`src/rtl/brbf_pkg.sv`:
```
// Shared types and constants of the batch-read byte FIFO.
package brbf_pkg;

  localparam int unsigned DepthDefault    = 16;
  localparam int unsigned DataW           = 8;
  localparam int unsigned BatchW          = 4;
  localparam int unsigned MaxBatch        = 9;
  localparam int unsigned ApbDataW        = 32;
  localparam int unsigned ApbAddrW        = 2;

  localparam logic [ApbAddrW-1:0] RegAddrBatchCount = ApbAddrW'(0);
  localparam logic [BatchW-1:0]   BatchCountReset   = BatchW'(1);

  // Operation requested by an input transaction.
  localparam logic FuncPush = 1'b0;
  localparam logic FuncPop  = 1'b1;

  typedef enum logic [1:0] {
    ST_OK    = 2'd0,
    ST_FULL  = 2'd1,
    ST_EMPTY = 2'd2,
    ST_SHORT = 2'd3
  } brbf_status_e;

  // Commands from the controller to the datapath.
  typedef struct packed {
    logic         wr_en;
    logic         out_load;
    logic         out_from_ram;
    brbf_status_e out_status;
    logic         out_last;
    logic         rem_load;
    logic         rem_dec;
    logic         head_adv;
  } brbf_cmd_t;

  // Status from the datapath to the controller.
  typedef struct packed {
    logic full;
    logic empty;
    logic short_fill;
    logic rem_last;
    logic out_free;
  } brbf_sts_t;

endpackage

```
`src/rtl/brbf_in_if.sv`:
```
// Input channel: operation and byte, valid/ready handshake.
interface brbf_in_if;
  logic                        valid;
  logic                        ready;
  logic                        func;
  logic [brbf_pkg::DataW-1:0]  value;

  modport source (output valid, func, value, input ready);
  modport sink   (input valid, func, value, output ready);
endinterface

```
`src/rtl/brbf_out_if.sv`:
```
// Output channel: popped byte with status and last marker, valid/ready handshake.
interface brbf_out_if;
  logic                        valid;
  logic                        ready;
  logic [brbf_pkg::DataW-1:0]  data_out;
  logic [1:0]                  status;
  logic                        last;

  modport source (output valid, data_out, status, last, input ready);
  modport sink   (input valid, data_out, status, last, output ready);
endinterface

```
`src/rtl/brbf_ram.sv`:
```
// Generic single-write, single-read RAM with registered read data.
module brbf_ram #(
  parameter int unsigned Width = 8,
  parameter int unsigned Depth = 16
) (
  input  logic                     clk_i,
  input  logic                     we_i,
  input  logic [$clog2(Depth)-1:0] waddr_i,
  input  logic [Width-1:0]         wdata_i,
  input  logic [$clog2(Depth)-1:0] raddr_i,
  output logic [Width-1:0]         rdata_o
);

  logic [Width-1:0] mem_q [Depth];
  logic [Width-1:0] rdata_q;

  always_ff @(posedge clk_i) begin
    if (we_i) begin
      mem_q[waddr_i] <= wdata_i;
    end
    rdata_q <= mem_q[raddr_i];
  end

  assign rdata_o = rdata_q;

endmodule

```
`src/rtl/brbf_datapath.sv`:
```
// Datapath: storage, pointers, batch counter, output register and config register.
module brbf_datapath #(
  parameter int unsigned Depth = brbf_pkg::DepthDefault
) (
  input  logic                            clk_i,
  input  logic                            rst_ni,
  input  brbf_pkg::brbf_cmd_t             cmd_i,
  output brbf_pkg::brbf_sts_t             sts_o,
  input  logic [brbf_pkg::DataW-1:0]      value_i,
  output logic                            out_valid_o,
  input  logic                            out_ready_i,
  output logic [brbf_pkg::DataW-1:0]      out_data_o,
  output logic [1:0]                      out_status_o,
  output logic                            out_last_o,
  input  logic                            psel,
  input  logic                            penable,
  input  logic                            pwrite,
  input  logic [brbf_pkg::ApbAddrW-1:0]   paddr,
  input  logic [brbf_pkg::ApbDataW-1:0]   pwdata,
  output logic [brbf_pkg::ApbDataW-1:0]   prdata
);
  import brbf_pkg::*;

  localparam int unsigned AW   = $clog2(Depth);
  localparam int unsigned CW   = $clog2(Depth + 1);
  localparam int unsigned SumW = AW + 1;
  localparam int unsigned CmpW = (CW > BatchW) ? CW : BatchW;

  logic [AW-1:0]     head_q, head_d, head_inc, tail;
  logic [CW-1:0]     count_q, count_d;
  logic [SumW-1:0]   tail_sum;
  logic [BatchW-1:0] bc_q, bc_d, batch_n, rem_q, rem_d;
  logic [DataW-1:0]  rdata;
  logic              out_valid_q, out_valid_d, out_last_q, out_last_d;
  logic [DataW-1:0]  out_data_q, out_data_d;
  brbf_status_e      out_status_q, out_status_d;
  logic              cfg_wr;

  // Effective batch length: zero acts as one, large values saturate.
  always_comb begin
    if (bc_q == '0) begin
      batch_n = BatchW'(1);
    end else if (bc_q > BatchW'(MaxBatch)) begin
      batch_n = BatchW'(MaxBatch);
    end else begin
      batch_n = bc_q;
    end
  end

  assign tail_sum = SumW'(head_q) + SumW'(count_q);
  assign tail     = (tail_sum >= SumW'(Depth)) ? AW'(tail_sum - SumW'(Depth)) : AW'(tail_sum);
  assign head_inc = (head_q == AW'(Depth - 1)) ? '0 : head_q + AW'(1);
  assign head_d   = cmd_i.head_adv ? head_inc : head_q;

  always_comb begin
    count_d = count_q;
    if (cmd_i.wr_en) begin
      count_d = count_q + CW'(1);
    end else if (cmd_i.head_adv) begin
      count_d = count_q - CW'(1);
    end
  end

  always_comb begin
    rem_d = rem_q;
    if (cmd_i.rem_load) begin
      rem_d = batch_n;
    end else if (cmd_i.rem_dec) begin
      rem_d = rem_q - BatchW'(1);
    end
  end

  // Read at the next head so the oldest byte is ready in the next cycle.
  brbf_ram #(
    .Width (DataW),
    .Depth (Depth)
  ) u_ram (
    .clk_i   (clk_i),
    .we_i    (cmd_i.wr_en),
    .waddr_i (tail),
    .wdata_i (value_i),
    .raddr_i (head_d),
    .rdata_o (rdata)
  );

  assign sts_o.full       = (count_q == CW'(Depth));
  assign sts_o.empty      = (count_q == '0);
  assign sts_o.short_fill = (CmpW'(count_q) < CmpW'(batch_n));
  assign sts_o.rem_last   = (rem_q == BatchW'(1));
  assign sts_o.out_free   = !out_valid_q || out_ready_i;

  always_comb begin
    out_valid_d  = out_valid_q;
    out_data_d   = out_data_q;
    out_status_d = out_status_q;
    out_last_d   = out_last_q;
    if (cmd_i.out_load) begin
      out_valid_d  = 1'b1;
      out_data_d   = cmd_i.out_from_ram ? rdata : '0;
      out_status_d = cmd_i.out_status;
      out_last_d   = cmd_i.out_last;
    end else if (out_ready_i) begin
      out_valid_d  = 1'b0;
    end
  end

  assign cfg_wr = psel && penable && pwrite && (paddr == RegAddrBatchCount);
  assign bc_d   = cfg_wr ? pwdata[BatchW-1:0] : bc_q;
  assign prdata = (paddr == RegAddrBatchCount) ? ApbDataW'(bc_q) : '0;

  always_ff @(posedge clk_i or negedge rst_ni) begin
    if (!rst_ni) begin
      head_q      <= '0;
      count_q     <= '0;
      rem_q       <= '0;
      bc_q        <= BatchCountReset;
      out_valid_q <= 1'b0;
    end else begin
      head_q      <= head_d;
      count_q     <= count_d;
      rem_q       <= rem_d;
      bc_q        <= bc_d;
      out_valid_q <= out_valid_d;
    end
  end

  always_ff @(posedge clk_i) begin
    out_data_q   <= out_data_d;
    out_status_q <= out_status_d;
    out_last_q   <= out_last_d;
  end

  assign out_valid_o  = out_valid_q;
  assign out_data_o   = out_data_q;
  assign out_status_o = out_status_q;
  assign out_last_o   = out_last_q;

`ifndef SYNTHESIS
  a_count_range : assert property (@(posedge clk_i) disable iff (!rst_ni)
    CmpW'(count_q) <= CmpW'(Depth))
    else $error("fill count beyond depth");
  a_head_range : assert property (@(posedge clk_i) disable iff (!rst_ni)
    SumW'(head_q) < SumW'(Depth))
    else $error("head index beyond depth");
  a_no_write_full : assert property (@(posedge clk_i) disable iff (!rst_ni)
    cmd_i.wr_en |-> (count_q != CW'(Depth)))
    else $error("write into a full store");
  a_no_pop_empty : assert property (@(posedge clk_i) disable iff (!rst_ni)
    cmd_i.head_adv |-> (count_q != '0))
    else $error("pop from an empty store");
  a_pop_count : assert property (@(posedge clk_i) disable iff (!rst_ni)
    cmd_i.head_adv |=> (count_q == $past(count_q) - CW'(1)))
    else $error("fill count not reduced by a popped byte");
`endif

endmodule

```
`src/rtl/brbf_ctrl.sv`:
```
// Controller: accepts transactions and sequences batch reads.
module brbf_ctrl (
  input  logic                clk_i,
  input  logic                rst_ni,
  input  logic                in_valid_i,
  output logic                in_ready_o,
  input  logic                func_i,
  input  brbf_pkg::brbf_sts_t sts_i,
  output brbf_pkg::brbf_cmd_t cmd_o
);
  import brbf_pkg::*;

  typedef enum logic {
    S_IDLE,
    S_POP
  } state_e;

  state_e state_q, state_d;
  logic   accept;

  assign accept = in_valid_i && in_ready_o;

  always_comb begin
    state_d          = state_q;
    in_ready_o       = 1'b0;
    cmd_o            = '0;
    cmd_o.out_status = ST_OK;
    case (state_q)
      S_IDLE: begin
        in_ready_o = sts_i.out_free;
        if (accept) begin
          if (func_i == FuncPush) begin
            cmd_o.out_load   = 1'b1;
            cmd_o.out_last   = 1'b1;
            cmd_o.wr_en      = !sts_i.full;
            cmd_o.out_status = sts_i.full ? ST_FULL : ST_OK;
          end else if (sts_i.empty) begin
            cmd_o.out_load   = 1'b1;
            cmd_o.out_last   = 1'b1;
            cmd_o.out_status = ST_EMPTY;
          end else if (sts_i.short_fill) begin
            cmd_o.out_load   = 1'b1;
            cmd_o.out_last   = 1'b1;
            cmd_o.out_status = ST_SHORT;
          end else begin
            cmd_o.rem_load = 1'b1;
            state_d        = S_POP;
          end
        end
      end
      S_POP: begin
        if (sts_i.out_free) begin
          cmd_o.out_load     = 1'b1;
          cmd_o.out_from_ram = 1'b1;
          cmd_o.out_last     = sts_i.rem_last;
          cmd_o.head_adv     = 1'b1;
          cmd_o.rem_dec      = 1'b1;
          if (sts_i.rem_last) begin
            state_d = S_IDLE;
          end
        end
      end
      default: begin
        state_d = S_IDLE;
      end
    endcase
  end

  always_ff @(posedge clk_i or negedge rst_ni) begin
    if (!rst_ni) begin
      state_q <= S_IDLE;
    end else begin
      state_q <= state_d;
    end
  end

`ifndef SYNTHESIS
  a_no_accept_in_pop : assert property (@(posedge clk_i) disable iff (!rst_ni)
    (state_q == S_POP) |-> !in_ready_o)
    else $error("transaction taken during a batch read");
  a_pop_entry : assert property (@(posedge clk_i) disable iff (!rst_ni)
    (state_q == S_IDLE && state_d == S_POP) |-> (!sts_i.empty && !sts_i.short_fill))
    else $error("batch read started without enough bytes");
  a_batch_end : assert property (@(posedge clk_i) disable iff (!rst_ni)
    (state_q == S_POP && cmd_o.out_last) |=> (state_q == S_IDLE))
    else $error("batch read did not end after its last byte");
`endif

endmodule

```
`src/rtl/batch_read_byte_fifo_unit.sv`:
```
// Top level of the batch-read byte FIFO: controller, datapath and register port.
//
//   channel   direction  handshake              payload
//   in_i      sink       valid/ready            func, value
//   out_o     source     valid/ready            data_out, status, last
//   apb       slave      psel/penable, pready=1 paddr, pwdata, prdata
//
// A push transaction yields one result; pushes can follow
// back to back while the output register drains.
// A successful pop fetches the oldest byte through the registered RAM read, then
// yields N results (N = batch_count, zero read as one, capped at nine) back to
// back unless the output stalls, and no input is taken until the batch ends.
// Empty or short pops yield one status result.
// A stalled output register holds its transaction and stops both push intake
// and batch reads; the next input is still taken in the cycle the sink drains it.
// Reset clears pointers, fill count and batch_count (to one); no RAM clearing.
module batch_read_byte_fifo_unit #(
  parameter int unsigned DEPTH = brbf_pkg::DepthDefault
) (
  input  logic                            clk_i,
  input  logic                            rst_ni,
  brbf_in_if.sink                         in_i,
  brbf_out_if.source                      out_o,
  input  logic                            psel,
  input  logic                            penable,
  input  logic                            pwrite,
  input  logic [brbf_pkg::ApbAddrW-1:0]   paddr,
  input  logic [brbf_pkg::ApbDataW-1:0]   pwdata,
  output logic [brbf_pkg::ApbDataW-1:0]   prdata,
  output logic                            pready
);
  import brbf_pkg::*;

  brbf_cmd_t cmd;
  brbf_sts_t sts;

  // Register port never stalls.
  assign pready = 1'b1;

  brbf_ctrl u_ctrl (
    .clk_i      (clk_i),
    .rst_ni     (rst_ni),
    .in_valid_i (in_i.valid),
    .in_ready_o (in_i.ready),
    .func_i     (in_i.func),
    .sts_i      (sts),
    .cmd_o      (cmd)
  );

  brbf_datapath #(
    .Depth (DEPTH)
  ) u_datapath (
    .clk_i        (clk_i),
    .rst_ni       (rst_ni),
    .cmd_i        (cmd),
    .sts_o        (sts),
    .value_i      (in_i.value),
    .out_valid_o  (out_o.valid),
    .out_ready_i  (out_o.ready),
    .out_data_o   (out_o.data_out),
    .out_status_o (out_o.status),
    .out_last_o   (out_o.last),
    .psel         (psel),
    .penable      (penable),
    .pwrite       (pwrite),
    .paddr        (paddr),
    .pwdata       (pwdata),
    .prdata       (prdata)
  );

`ifndef SYNTHESIS
  a_push_single : assert property (@(posedge clk_i) disable iff (!rst_ni)
    (in_i.valid && in_i.ready && in_i.func == FuncPush) |=> (out_o.valid && out_o.last))
    else $error("push transaction without a single final result");
  a_status_data : assert property (@(posedge clk_i) disable iff (!rst_ni)
    (out_o.valid && out_o.status != ST_OK) |-> (out_o.data_out == '0 && out_o.last))
    else $error("status-only result carries data or is not final");
  a_stall_blocks : assert property (@(posedge clk_i) disable iff (!rst_ni)
    (out_o.valid && !out_o.ready) |-> !in_i.ready)
    else $error("input taken while the output register is stalled");
`endif

endmodule
```
`src/flat_wrapper.sv`:
```
// flat-port wrapper written by rule: the top's interface ports become plain ports
module batch_read_byte_fifo_unit_flat import brbf_pkg::*;
#(
  parameter int unsigned DEPTH = brbf_pkg::DepthDefault
)
  (clk_i, rst_ni, psel, penable, pwrite, paddr, pwdata, prdata, pready, in_i_valid, in_i_func, in_i_value, in_i_ready, out_o_valid, out_o_data_out, out_o_status, out_o_last, out_o_ready);
  brbf_in_if in_i_i ();
  brbf_out_if out_o_i ();
  input  logic clk_i;
  input  logic rst_ni;
  input  logic psel;
  input  logic penable;
  input  logic pwrite;
  input  logic [brbf_pkg::ApbAddrW-1:0] paddr;
  input  logic [brbf_pkg::ApbDataW-1:0] pwdata;
  output logic [brbf_pkg::ApbDataW-1:0] prdata;
  output logic pready;
  input wire logic [$bits(in_i_i.valid)-1:0] in_i_valid;
  input wire logic [$bits(in_i_i.func)-1:0] in_i_func;
  input wire logic [$bits(in_i_i.value)-1:0] in_i_value;
  output wire logic [$bits(in_i_i.ready)-1:0] in_i_ready;
  output wire logic [$bits(out_o_i.valid)-1:0] out_o_valid;
  output wire logic [$bits(out_o_i.data_out)-1:0] out_o_data_out;
  output wire logic [$bits(out_o_i.status)-1:0] out_o_status;
  output wire logic [$bits(out_o_i.last)-1:0] out_o_last;
  input wire logic [$bits(out_o_i.ready)-1:0] out_o_ready;
  assign in_i_i.valid = in_i_valid;
  assign in_i_i.func = in_i_func;
  assign in_i_i.value = in_i_value;
  assign in_i_ready = in_i_i.ready;
  assign out_o_valid = out_o_i.valid;
  assign out_o_data_out = out_o_i.data_out;
  assign out_o_status = out_o_i.status;
  assign out_o_last = out_o_i.last;
  assign out_o_i.ready = out_o_ready;
  batch_read_byte_fifo_unit #(.DEPTH(DEPTH)) u_core (.clk_i(clk_i), .rst_ni(rst_ni), .in_i(in_i_i), .out_o(out_o_i), .psel(psel), .penable(penable), .pwrite(pwrite), .paddr(paddr), .pwdata(pwdata), .prdata(prdata), .pready(pready));
endmodule
```
`config.mk`:
```
export PLATFORM = sky130hd
export DESIGN_NAME = batch_read_byte_fifo_unit_flat
export DESIGN_NICKNAME = d
export VERILOG_FILES = /design/src/rtl/brbf_pkg.sv /design/src/rtl/brbf_in_if.sv /design/src/rtl/brbf_out_if.sv /design/src/rtl/brbf_ram.sv /design/src/rtl/brbf_datapath.sv /design/src/rtl/brbf_ctrl.sv /design/src/rtl/batch_read_byte_fifo_unit.sv /design/src/flat_wrapper.sv
export SDC_FILE = /design/constraint.sdc
export NUM_CORES = 1
export LEC_CHECK = 0
export BUFFER_PORTS_ARGS = -buffer_cell sky130_fd_sc_hd__buf_2
export CAP_MARGIN = 20
export CORE_ASPECT_RATIO = 1.25
export CORE_MARGIN = 5
export CORE_UTILIZATION = 35
export DETAILED_ROUTE_END_ITERATION = 10
export MAX_ROUTING_LAYER = met4
export PLACE_DENSITY = 0.57
export RECOVER_POWER = 100
export SLEW_MARGIN = 20
export SYNTH_ARGS = -nofsm -noshare
export SYNTH_HDL_FRONTEND = slang
export SYNTH_SLANG_ARGS = --single-unit
```
`constraint.sdc`:
```
create_clock -name clk_i -period 3.1 [get_ports clk_i]
set_input_delay 0.31 -clock clk_i [delete_from_list [all_inputs] [get_ports clk_i]]
set_output_delay 0.31 -clock clk_i [all_outputs]
set_load 0.01 [all_outputs]
```
Yosys cells after proc, flatten, opt, wreduce, memory -nomap -nowiden
Memories as Yosys holds them, arrays and structs flattened. A register that Yosys moved wholly into a read port is not among the register bits.
Index checks and enable logic that the tools add are counted.

word-level totals
  output and inout port bits = 46
  word-level logic and storage cells = 78
  bits in writable memories = 128
  flip-flop bits (word level) = 30
  memories = 1

cells by class
  multiplexer cells = 40
  magnitude comparators = 3
  add/subtract/negate cells = 6
  reduce and logical (&&, ||, !) cells = 14
  bitwise gates (word level) = 2
  eq/ne operators = 3

memory list
  memory                         words  bits a word  rd ports  clocked after memory_dff  write ports  RTL line        source
  u_core.u_datapath.u_ram.mem_q  16     8            1         1                         1            brbf_ram.sv:14  logic [Width-1:0] mem_q [Depth];

operators with widths
  operator               number
  $mux W4                8
  $mux W1                20
  $mux W5                2
  $mux W3                3
  $mux W2                4
  $sub A4 B1 Y4 const B  2
  $pmux W1 S2            3
  $reduce_bool A2 Y1     3
  $add A4 B5 Y5          1
  $add A5 B1 Y5 const B  1
  $eq A5 B5 Y1 const B   1
  $ge A5 B5 Y1 const B   1
  $logic_not A5 Y1       1
  $lt A5 B4 Y1           1
  $sub A5 B1 Y5 const B  1
  $add A4 B1 Y4 const B  1
  $eq A4 B1 Y1 const B   1
  $eq A4 B4 Y1 const B   1
  $gt A4 B4 Y1 const B   1
  $logic_and A1 B1 Y1    4
  $logic_not A4 Y1       1
  $logic_not A1 Y1       2
  $logic_not A2 Y1       1
  $not A1 Y1             2
  other kinds (2)        2

Logic depth before layout (Yosys ltp)
Gate-level depths: netlist of the first run.

  depth after elaboration = 11
  mapped depth = 11

Modules after synthesis
A second synthesis of the first run with hierarchy kept.

unflattened totals
  cells, all modules = 416
  area total of the unflattened synthesis = 7100.6 µm²

modules (own cells, without submodules)
  module                     cells an instance  area each (µm²)  sequential area each (µm²)  instances
  brbf_ram                   229                5147.4           4003.8                      1
  brbf_datapath              166                1793.0           782.0                       1
  brbf_ctrl                  19                 148.9            25.0                        1
  batch_read_byte_fifo_unit  2                  11.3             0.0                         1

Worst setup path before layout of the first run
OpenSTA, ideal clock, no wires.

  path type = reg2reg
  from = register u_core.u_datapath.head_q[0]
  to = memory u_core.u_datapath.u_ram.mem_q[8][0], enable pin
  period minus slack after synthesis = 2.699 ns
  buffers on the path = 0
  cell stages (with the launch flop) = 6
  path slack = 0.401 ns
  setup time = 0.395 ns
  data arrival time = 2.305 ns
  path through = dfrtp_1 -> ha_1 -> fa_1 -> xnor2_1 -> nand2_1 -> nor4_1

between the ends
  cells in the longest elaborated chain, start to end = 3
  elaborated cells on any way between the ends = 4
  classes of those cells = add/sub: 2; order compare: 1; mux: 1

ends and longest elaborated chain
  item                                           RTL line              source
  from (decl)                                    brbf_datapath.sv:29   logic [AW-1:0] head_q, head_d, head_inc, tail;
  from (signal assigned)                         brbf_datapath.sv:113  head_q <= '0;
  from (signal assigned)                         brbf_datapath.sv:119  head_q <= head_d;
  $add A4 B5 Y5 *                                brbf_datapath.sv:50   assign tail_sum = SumW'(head_q) + SumW'(count_q);
  $sub A4 B1 Y4 or $ge A5 B5 Y1 (tied branches)  brbf_datapath.sv:51   assign tail = (tail_sum >= SumW'(Depth)) ? AW'(tail_sum - SumW'(Depth)) : AW'(tail_sum);
  $mux W4 *                                      brbf_datapath.sv:51
  to (decl)                                      brbf_ram.sv:14

Every way passes the cells marked *; elsewhere a longest branch is shown, timed or not.

Worst setup path in the final report of the first run
  from = register u_core.u_datapath.head_q[0]
  to = memory u_core.u_datapath.u_ram.mem_q[7][6], enable pin

Same word-level chain as after synthesis.

==> results.py, run 1 <==
metrics = {
    "run_status": {
        "status": "finished clean",
    },
    "route": {
        "drt_iter0_markers": 327,
        "wl_per_cell_um": 18.4,
        "avgViaCountPerCell": 5.13,
        "dr_wl_met2_um": 8340,
        "vias": 4631,
        "drt-total-wl_um": 16600,
        "route.top_layer_used": "met4",
        "drt_first_pass_iters": 5,
        "drc": 0,
        "routed-wl-met3_um": 868,
        "postRouteAntennaNets": 0,
        "wl_met1_um": 7190,
    },
    "grt": {
        "grt_overflow": 0,
        "grt_antenna_before_repair": 0,
        "track_usage_pct": 14.3,
        "grt_pass1_vias": 4690,
        "grt_max_degree": 34,
        "grt_pass1_wl_um": 26400,
    },
    "power": {
        "leakagePower_uw": 0.00301,
        "peakVddDrop_mv": 0.446,
        "switching_share_pct": 38.3,
        "p_int_uw": 5240,
        "pwr-share-clk_pct": 24.2,
        "seq_power_share_pct": 35.4,
        "combPwrFrac_pct": 40.3,
        "p_per_area_nw_per_um2": 997,
        "netSwitchingPower_uw": 3250,
    },
    "floorplan": {
        "die_w_um": 141,
        "die_area_um2": 24600,
        "row_count": 60,
        "die_y_um": 174,
        "ios": 96,
        "start_util_pct": 35.3,
        "core_um2": 21400,
    },
    "yosys": {
        "ys.flop_type": "edfxtp_1",
        "ys_ff_latch": 166,
        "ys_seq_area_share_pct": 63.7,
        "syn_area_um2": 7560,
        "yosysMostFrequentCell": "edfxtp_1",
        "synth_top_area_share_pct": 55.2,
        "synth-async-reset-ratio_pct": 11.4,
        "ys_types": 61,
        "synth_area_leaders": "edfxtp_1 (55%), dfrtp_1 (6.0%), mux2i_1 (4.8%)",
        "yosysTopAreaCell": "edfxtp_1",
        "avgSynthCellArea_um2": 13.7,
        "synth-edff-count": 139,
        "synth_cells": 553,
        "yosys-top-cells-count": "edfxtp_1 (139), o21ai_0 (39), mux2i_1 (36)",
        "yosys_warnings": 0,
    },
    "critical_path": {
        "cp.required_ns": 3.16,
        "worstSetupPathType": "reg2reg",
        "arrival_ns": 2.83,
        "endpoint_kind": "register",
        "startpoint_type": "register",
        "path_max_fanout": 8,
    },
    "timing": {
        "hold_violations": 0,
        "worst_pin_slew_ns": 1.13,
        "fmax_mhz": 361,
        "layout_min_cycle_time_ns": 2.77,
        "setup_ws_ns": 0.331,
        "tns_ns": 0,
        "rsz0062_at_grt": "false",
        "finClkSkew_ns": 0.0110,
        "setup_viol": 0,
        "finalCritPeriodShare_pct": 89.3,
        "relSlewSlack_pct": 24.7,
        "finalMaxSlewViolations": 0,
    },
    "placed_design": {
        "gp_congestion": 0.818,
        "dp_hpwl_um": 11500,
        "portBuffers": 38,
        "dpl.cell_count": 869,
        "pre_cts_ws_ns": 0.509,
    },
    "worst_hold_path": {
        "hp-class": "in2reg",
    },
    "cts": {
        "cts_tree": "done",
        "cts_made_buffers": 17,
        "htreeDepth": 4,
        "clock_latency_ns": 0.43,
        "clk_pin_slew_ns": 0.07,
        "clock_sinks": 166,
        "cts.root.buffer_cell": "clkbuf_16",
        "clk_path_buf_depth": 2,
    },
    "layout": {
        "num-nets-final": 674,
        "antenna_cells": 0,
        "drive_above_1_share_pct": 13.2,
        "area_growth_pct": 12.7,
        "fin_cells": 902,
    },
    "flow_run": {
        "drv_cap": 0,
    },
}
## flip-flops by register name, indices dropped and copies added (netlist names)
signal and cells:
u_core.u_datapath.u_ram.mem_q 128, u_core.u_datapath.out_data_o 8, u_core.u_datapath.u_ram.rdata_o 8, u_core.u_datapath.count_q 5
u_core.u_datapath.bc_q 4, u_core.u_datapath.head_q 4, u_core.u_datapath.rem_q 4, u_core.u_datapath.out_status_o 2
u_core.u_ctrl.state_q 1, u_core.u_datapath.out_last_o 1, u_core.u_datapath.out_valid_o 1
## what timing repair did
item / 4_1_cts / 5_1_grt
resized for setup: 0 / 0
setup buffers: 0 / 0
hold buffers: 1 / 0
endpoints found under the hold margin: 18 / 0
endpoints found under the setup margin: 0 / 0
## layout make-up
cell class,instances,area [µm²]
multi-input cells,349,2410
repair buffers,67,334
inverters,9,36.3
fillers,2018,12900
flip-flops and latches,166,4810
well taps,279,349
clock buffers,17,425
clock inverters,15,154
## logic make-up (layout without fill, tap and decap cells)
family                   Yosys count  in the layout  share of synthesized area, %
adder cells (fa/ha/maj)           14             14                          2.52
other                              2             29                        0.0994
buffers and inverters             65            108                          5.55
multiplexers                      41             41                          5.51
AND/OR/NAND/NOR                  140            140                          10.6
AO/OA/AOI/OAI                    112            112                          10.6
flip-flops                       166            166                          63.7
XOR/XNOR                          13             13                          1.51
## power by group through the flow
stage	Clock (µW)	Combinational, µW	Sequential (µW)
after floorplan	0	2580	3050
after global placement	0	3430	3040
after detailed placement	0	3510	3050
after CTS	2100	3520	3010
after global routing	2190	3790	3050
final	2060	3420	3010
## through the flow
stage	hold slack (ns)	util, %	power (µW)	instance area [µm²]
floorplan	0.0144	-	5630	7660
global placement	0.286	37.6	6470	8040
detailed placement	0.293	37.6	6560	8040
CTS	0.0968	40.3	8620	8630
global route	0.103	39.8	9030	8520
finish	0.117	39.8	8490	8520
## layer usage
layer  global-route usage, %  vias to the layer above
met5                       -                        -
met3                    3.16                       18
li1                        -                     2195
met1                    17.6                     2269
met2                    23.1                      149
met4                    5.20                        0
## worst max-delay path, cell delays in order (launching register included)
cell,delay (ns)
dfrtp_1,0.38
clkbuf_1,0.20
ha_1,0.28
fa_1,0.68
nand3_1,0.22
nor2_1,0.15
clkbuf_1,0.49
## worst paths after layout
check / from / slack, ns / endpoint / cells after the start
max in group asynchronous: rst_ni / 1.81 / u_core.u_datapath.count_q[1] / 2
min reg2reg: u_core.u_ctrl.state_q / 0.54 / u_core.u_datapath.out_valid_o / 2
max: u_core.u_datapath.head_q[0] / 0.33 / u_core.u_datapath.u_ram.mem_q[7][6] / 6
min in group asynchronous: rst_ni / 0.62 / u_core.u_datapath.rem_q[2] / 2
min: pwdata[2] / 0.12 / u_core.u_datapath.bc_q[2] / 2
max reg2reg: u_core.u_datapath.head_q[0] / 0.33 / u_core.u_datapath.u_ram.mem_q[7][6] / 6
## cell usage in the layout (no fill, tap or decap), types with 3 or more instances in the layout
master | netlist | final
o211ai_1 | 8 | 8
a22o_1 | 16 | 16
a21oi_2 | 3 | 3
buf_4 | 33 | 11
edfxtp_1 | 139 | 139
nor4_1 | 6 | 6
xnor2_1 | 8 | 8
mux2i_1 | 36 | 36
dfrtp_1 | 18 | 18
ha_1 | 12 | 12
xor2_1 | 5 | 5
clkbuf_16 | 0 | 17
nand3_1 | 29 | 29
buf_2 | 8 | 13
a21oi_1 | 10 | 10
and3_1 | 10 | 10
inv_1 | 7 | 8
nor2b_1 | 4 | 4
a21o_1 | 4 | 4
a32oi_1 | 17 | 17
nor3_2 | 8 | 5
nor3_1 | 3 | 6
inv_6 | 0 | 4
conb_1 | 2 | 29
clkbuf_1 | 8 | 39
dfxtp_1 | 8 | 8
clkinv_4 | 0 | 3
mux2_2 | 5 | 5
and2_1 | 3 | 3
nand2_1 | 23 | 23
o21ai_0 | 39 | 39
nor2_1 | 21 | 23
nand4_1 | 18 | 18
Power figures use the tool's default switching activity.
==> run 2: changes to the inputs <==
--- a/config.mk
+++ b/config.mk
@@ -5,6 +5,7 @@
 export SDC_FILE = /design/constraint.sdc
 export NUM_CORES = 1
 export LEC_CHECK = 0
+export ABC_AREA = 1
 export BUFFER_PORTS_ARGS = -buffer_cell sky130_fd_sc_hd__buf_2
 export CAP_MARGIN = 20
 export CORE_ASPECT_RATIO = 1.25
==> results.py, run 2 <==
metrics = {
    "route": {
        "vias": 5263,
        "drt_iter0_markers": 312,
        "drt-total-wl_um": 17300,
        "postRouteAntennaNets": 0,
        "drt_first_pass_iters": 4,
        "drc": 0,
        "wl_per_cell_um": 15.4,
        "avgViaCountPerCell": 4.69,
    },
    "cts": {
        "clk_path_buf_depth": 2,
        "clock_latency_ns": 0.43,
        "clk_pin_slew_ns": 0.06,
        "holdBufCountCts": 1,
        "cts_made_buffers": 17,
        "cts_tree": "done",
        "postCtsSetupBuffers": 0,
        "clock_sinks": 166,
        "htreeDepth": 4,
        "cts.repair.resized": 0,
        "cts.root.buffer_cell": "clkbuf_16",
    },
    "grt": {
        "grt_pass1_vias": 5015,
        "grt_pass1_wl_um": 27500,
        "grt_antenna_before_repair": 0,
        "grt_overflow": 0,
        "grt_max_degree": 42,
        "track_usage_pct": 14.5,
    },
    "worst_hold_path": {
        "hp-class": "in2reg",
        "worstHoldPathCells": 3,
        "hold_path_end": "u_core.u_datapath.bc_q[0]",
        "hold_start": "pwdata[0]",
    },
    "layout": {
        "fin_cells": 1121,
        "largest_reg_flops": 128,
        "area_growth_pct": 11.4,
        "max_flop_register": "u_core.u_datapath.u_ram.mem_q",
        "final_cell_mix": "nand3_1 (162), edfxtp_1 (139), inv_1 (131), nand2_1 (113)",
        "num-nets-final": 889,
        "antenna_cells": 0,
        "drive_above_1_share_pct": 8.00,
        "final_common_cell": "nand3_1",
        "final_util_pct": 39.7,
    },
    "timing": {
        "finalMaxSlewViolations": 0,
        "tns_ns": 0,
        "relSlewSlack_pct": 27.5,
        "hold_violations": 0,
        "finClkSkew_ns": 0.0152,
        "fmax_mhz": 360,
        "worst_pin_slew_ns": 1.09,
        "layout_min_cycle_time_ns": 2.78,
        "finalCritPeriodShare_pct": 89.7,
        "setup_viol": 0,
        "setup_ws_ns": 0.319,
        "rsz0062_at_grt": "false",
    },
    "critical_path": {
        "path_max_fanout": 20,
        "endpoint_kind": "register",
        "worstSetupPathType": "reg2reg",
        "r2r_slack_ns": 0.32,
        "startpoint_type": "register",
        "reg2reg_from": "u_core.u_datapath.out_valid_o",
        "rr_worst_depth": 9,
        "cp.required_ns": 3.45,
        "r2r_end": "u_core.u_datapath.u_ram.rdata_o[6]",
        "arrival_ns": 3.13,
    },
    "floorplan": {
        "ios": 96,
        "row_count": 61,
        "die_area_um2": 25800,
        "die_w_um": 145,
        "core_um2": 22300,
        "die_y_um": 178,
        "start_util_pct": 35.6,
    },
    "yosys": {
        "syn_area_um2": 7940,
        "ys_ff_latch": 166,
        "yosys_warnings": 0,
        "synth_area_leaders": "edfxtp_1 (53%), nand3_1 (10%), inv_1 (6.1%)",
        "synth-edff-count": 139,
        "yosysMostFrequentCell": "nand3_1",
        "avgSynthCellArea_um2": 10.3,
        "yosys-top-cells-count": "nand3_1 (162), edfxtp_1 (139), inv_1 (130)",
        "yosysTopAreaCell": "edfxtp_1",
        "synth-async-reset-ratio_pct": 11.4,
        "synth_cells": 773,
        "ys_seq_area_share_pct": 60.6,
        "ys.flop_type": "edfxtp_1",
        "ys_types": 33,
        "synth_top_area_share_pct": 52.6,
    },
    "flow_run": {
        "drv_cap": 0,
    },
    "placed_design": {
        "portBuffers": 38,
        "pre_cts_ws_ns": 0.641,
        "dpl.cell_count": 1088,
        "dp_hpwl_um": 11000,
        "gp_congestion": 0.768,
    },
    "power": {
        "peakVddDrop_mv": 0.620,
        "p_per_area_nw_per_um2": 991,
        "leakagePower_uw": 0.00373,
        "total_power_uw": 8770,
    },
    "run_status": {
        "status": "finished clean",
    },
}
## run 2: changes by cell type after synthesis, moves of 9 or more
cell / change
and3_1: -9
nand4_1: -13
inv_1: +123
mux2i_1: -36
o21ai_0: -31
nor2_1: +21
a22o_1: -16
nand3_1: +133
nand3b_1: +30
nand2_1: +91
a32oi_1: -17
## run 2: worst max path at each step
stage | startpoint | to | slack (ns) | depth (start not counted)
final | u_core.u_datapath.out_valid_o | u_core.u_datapath.u_ram.rdata_o[6] | 0.32 | 9
after global routing | u_core.u_datapath.out_valid_o | u_core.u_datapath.u_ram.rdata_o[1] | 0.17 | 10
after CTS | u_core.u_datapath.bc_q[1] | u_core.u_datapath.out_data_o[4] | 0.62 | 10
after detailed placement | u_core.u_datapath.bc_q[1] | u_core.u_datapath.out_data_o[4] | 0.64 | 10
after global placement | u_core.u_datapath.head_q[1] | u_core.u_datapath.u_ram.rdata_o[1] | 0.60 | 7
after floorplan | u_core.u_datapath.count_q[0] | u_core.u_datapath.u_ram.mem_q[0][0] | 0.89 | 5
## run 2: logic make-up (layout without fill, tap and decap cells)
| kind of cell | after synthesis | after routing | share of synthesized area (%) |
|---|---|---|---|
| fa+ha+maj | 14 | 14 | 2.39 |
| xor+xnor | 10 | 10 | 1.34 |
| flops | 166 | 166 | 60.6 |
| other cells | 2 | 29 | 0.0946 |
| compound gates | 22 | 22 | 1.86 |
| buf+inv | 194 | 232 | 12.0 |
| simple gates | 365 | 365 | 21.7 |
## run 2: routing by layer
metal / GRT usage (%) / wire (µm) / vias up
li1: - / - / 2606
met5: - / 0 / -
met4: 5.25 / 400 / 0
met3: 3.14 / 1170 / 20
met1: 18.3 / 7570 / 2463
met2: 22.8 / 8160 / 174
## run 2: area by class of cell
| class | count | area (µm²) |
|---|---|---|
| Clock buffer | 17 | 425 |
| Clock inverter | 15 | 140 |
| Fill cell | 2164 | 13400 |
| Inverter | 134 | 503 |
| Multi-Input combinational cell | 440 | 2290 |
| Sequential cell | 166 | 4810 |
| Tap cell | 283 | 354 |
| Timing Repair Buffer | 66 | 319 |
## run 2: critical path: stages (launching register included)
cell	delay [ns]
dfrtp_1	0.42
nand2_2	0.09
nand2_1	0.14
clkbuf_1	0.70
nor2_2	0.14
xnor2_4	0.44
inv_2	0.27
nand3_1	0.16
nand3_1	0.18
nand2_1	0.16
## run 2: metrics by stage
| step | hold slack, ns | instance area (µm²) |
|---|---|---|
| finish | 0.128 | 8850 |
| CTS | 0.115 | 8940 |
| floorplan | 0.0144 | 8040 |
| detailed placement | 0.287 | 8370 |
| global route | 0.143 | 8850 |
| global placement | 0.283 | 8360 |
## run 2: where the power goes
group,internal (µW),switching (µW)
combinational,1180,2560
clock,1130,918
sequential,2790,201
==> run 3: changes to the inputs <==
--- a/config.mk
+++ b/config.mk
@@ -6,15 +6,16 @@
 export NUM_CORES = 1
 export LEC_CHECK = 0
 export ABC_AREA = 1
-export BUFFER_PORTS_ARGS = -buffer_cell sky130_fd_sc_hd__buf_2
 export CAP_MARGIN = 20
 export CORE_ASPECT_RATIO = 1.25
 export CORE_MARGIN = 5
 export CORE_UTILIZATION = 35
 export DETAILED_ROUTE_END_ITERATION = 10
+export DONT_BUFFER_PORTS = 1
 export MAX_ROUTING_LAYER = met4
-export PLACE_DENSITY = 0.57
+export PLACE_DENSITY = 0.53
 export RECOVER_POWER = 100
+export SKIP_CTS_REPAIR_TIMING = 1
 export SLEW_MARGIN = 20
 export SYNTH_ARGS = -nofsm -noshare
 export SYNTH_HDL_FRONTEND = slang
==> results.py, run 3 (same netlist as run 2, synthesis figures left out) <==
metrics = {
    "run_status": {
        "status": "finished clean",
    },
    "worst_hold_path": {
        "hp-class": "in2reg",
    },
    "critical_path": {
        "critPathTopFamily": "compound AO/OA/AOI/OAI gates",
        "endpoint_kind": "register",
        "worst-path-buf-inv": 2,
        "arrival_ns": 3.06,
        "critPathSlowestCell": "a31oi_1",
        "path_cells": "nand2_1, nand2_1, buf_4, nor2_1, nor2_1, a31oi_1, inv_1, nand3_1, nand2_1",
        "path_max_fanout": 20,
        "worstSetupPathType": "reg2reg",
        "slowest_delay_ns": 0.84,
        "startpoint_type": "register",
        "cp.required_ns": 3.41,
        "cpMostUsedCell": "nand2_1",
    },
    "timing": {
        "setup_viol": 0,
        "fmax_mhz": 362,
        "finalCritPeriodShare_pct": 89.0,
        "layout_min_cycle_time_ns": 2.76,
        "tns_ns": 0,
        "worst_pin_slew_ns": 1.16,
        "relSlewSlack_pct": 22.5,
        "setup_ws_ns": 0.341,
        "hold_violations": 0,
        "finalMaxSlewViolations": 0,
        "rsz0062_at_grt": "false",
        "hold_slack_ns": 0.0273,
        "finClkSkew_ns": 0.0127,
    },
    "grt": {
        "grt.met1_usage_pct": 18.0,
        "grt_pass1_vias": 4977,
        "met3_usage_pct": 3.30,
        "grt_antenna_before_repair": 0,
        "met2_usage_pct": 23.7,
        "track_usage_pct": 14.6,
        "grt_pass1_wl_um": 27400,
        "grt_overflow": 0,
        "grt_max_degree": 65,
        "top_usage_layer": "met2",
    },
    "layout": {
        "fin_area_um2": 8770,
        "fin_cells": 1089,
        "antenna_cells": 0,
        "final_common_cell": "nand3_1",
        "nFillCells": 2214,
        "largest_reg_flops": 128,
        "max_flop_register": "u_core.u_datapath.u_ram.mem_q",
        "area_growth_pct": 10.4,
        "drive_above_1_share_pct": 6.45,
        "multi_input_area_um2": 2270,
        "num-nets-final": 857,
        "regArea_um2": 4810,
        "final_cell_mix": "nand3_1 (162), edfxtp_1 (139), inv_1 (132), nand2_1 (114), nor2_1 (43)",
    },
    "power": {
        "p_per_area_nw_per_um2": 1010,
        "seq_power_share_pct": 34.4,
        "p_int_uw": 5180,
        "pwr-share-clk_pct": 25.0,
        "leakagePower_uw": 0.00369,
        "switching_share_pct": 41.4,
        "combPwrFrac_pct": 40.6,
        "peakVddDrop_mv": 0.710,
        "netSwitchingPower_uw": 3660,
    },
    "route": {
        "drc": 0,
        "vias": 5136,
        "wl_per_cell_um": 16.2,
        "postRouteAntennaNets": 0,
        "drt_first_pass_iters": 4,
        "drt-total-wl_um": 17700,
        "avgViaCountPerCell": 4.72,
        "drt_iter0_markers": 300,
    },
    "cts": {
        "clk_path_buf_depth": 2,
        "htreeDepth": 4,
        "cts_tree": "done",
        "clock_sinks": 166,
        "cts.root.buffer_cell": "clkbuf_16",
        "cts_made_buffers": 17,
        "clock_latency_ns": 0.43,
        "clk_pin_slew_ns": 0.07,
    },
    "floorplan": {
        "die_y_um": 178,
        "start_util_pct": 35.6,
        "die_w_um": 145,
        "core_um2": 22300,
        "row_count": 61,
        "ios": 96,
        "die_area_um2": 25800,
    },
    "placed_design": {
        "place_area_um2": 8150,
        "portBuffers": 0,
        "dp_hpwl_um": 11000,
        "dpl.cell_count": 1048,
        "gp_congestion": 0.753,
        "pre_cts_ws_ns": 0.589,
    },
    "flow_run": {
        "drv_cap": 0,
    },
}
run 3: changes by cell type in the layout (fill, tap and decap cells not counted), sizes merged:
cell         previous run  this run
clkbuf                 60        34
buf                    22         8
dlygate4sd3             1         9
inv                   142       139
bufinv                  1         3
clkinvlp                0         1
run 3: worst reg2reg max path: stages (launching register included):
cell,delay [ns]
dfrtp_1,0.47
nand2_1,0.14
nand2_1,0.11
buf_4,0.22
nor2_1,0.10
nor2_1,0.05
a31oi_1,0.84
inv_1,0.42
nand3_1,0.21
nand2_1,0.09
run 3: layout make-up:
type | instances | share of cell area (%)
multi-input combinational | 440 | 25.9
sequential | 166 | 54.8
clock buffer | 17 | 4.85
tap | 283 | 4.04
clock inverter | 15 | 2.21
timing repair buffer | 34 | 2.45
inverter | 134 | 5.73
run 3: final timing paths:
kind                                          startpoint                                  to  slack (ns)  cells after the start
hold reg to reg             u_core.u_datapath.count_q[4]        u_core.u_datapath.count_q[4]        0.53                      1
hold / removal                                 pwdata[0]           u_core.u_datapath.bc_q[0]        0.03                      2
setup / recovery           u_core.u_datapath.out_valid_o  u_core.u_datapath.u_ram.rdata_o[0]        0.34                      9
min in group asynchronous                         rst_ni         u_core.u_datapath.head_q[3]        0.46                      1
max in group asynchronous                         rst_ni        u_core.u_datapath.count_q[0]        2.08                      1
setup reg to reg           u_core.u_datapath.out_valid_o  u_core.u_datapath.u_ram.rdata_o[0]        0.34                      9
run 3: metal layers:
| metal | wire (µm) | part of all wire, % |
|---|---|---|
| met2 | 8660 | 49 |
| met4 | 260 | 1.5 |
| met3 | 881 | 5.0 |
| met5 | 0 | 0 |
| met1 | 7850 | 44 |
run 3: power groups by stage:
stage	logic [µW]	clock network, µW	registers, µW
6_report	3590	2210	3040
5_1_grt	4080	2350	3090
4_1_cts	3650	2260	3060
3_5_place_dp	3640	0	3100
3_3_place_gp	3590	0	3100
2_1_floorplan	2790	0	3030
run 3: stage by stage:
stage               util, %  power [µW]
global route           39.4        9520
floorplan                 -        5820
detailed placement     36.6        6740
finish                 39.4        8840
global placement       36.6        6690
CTS                    39.4        8970
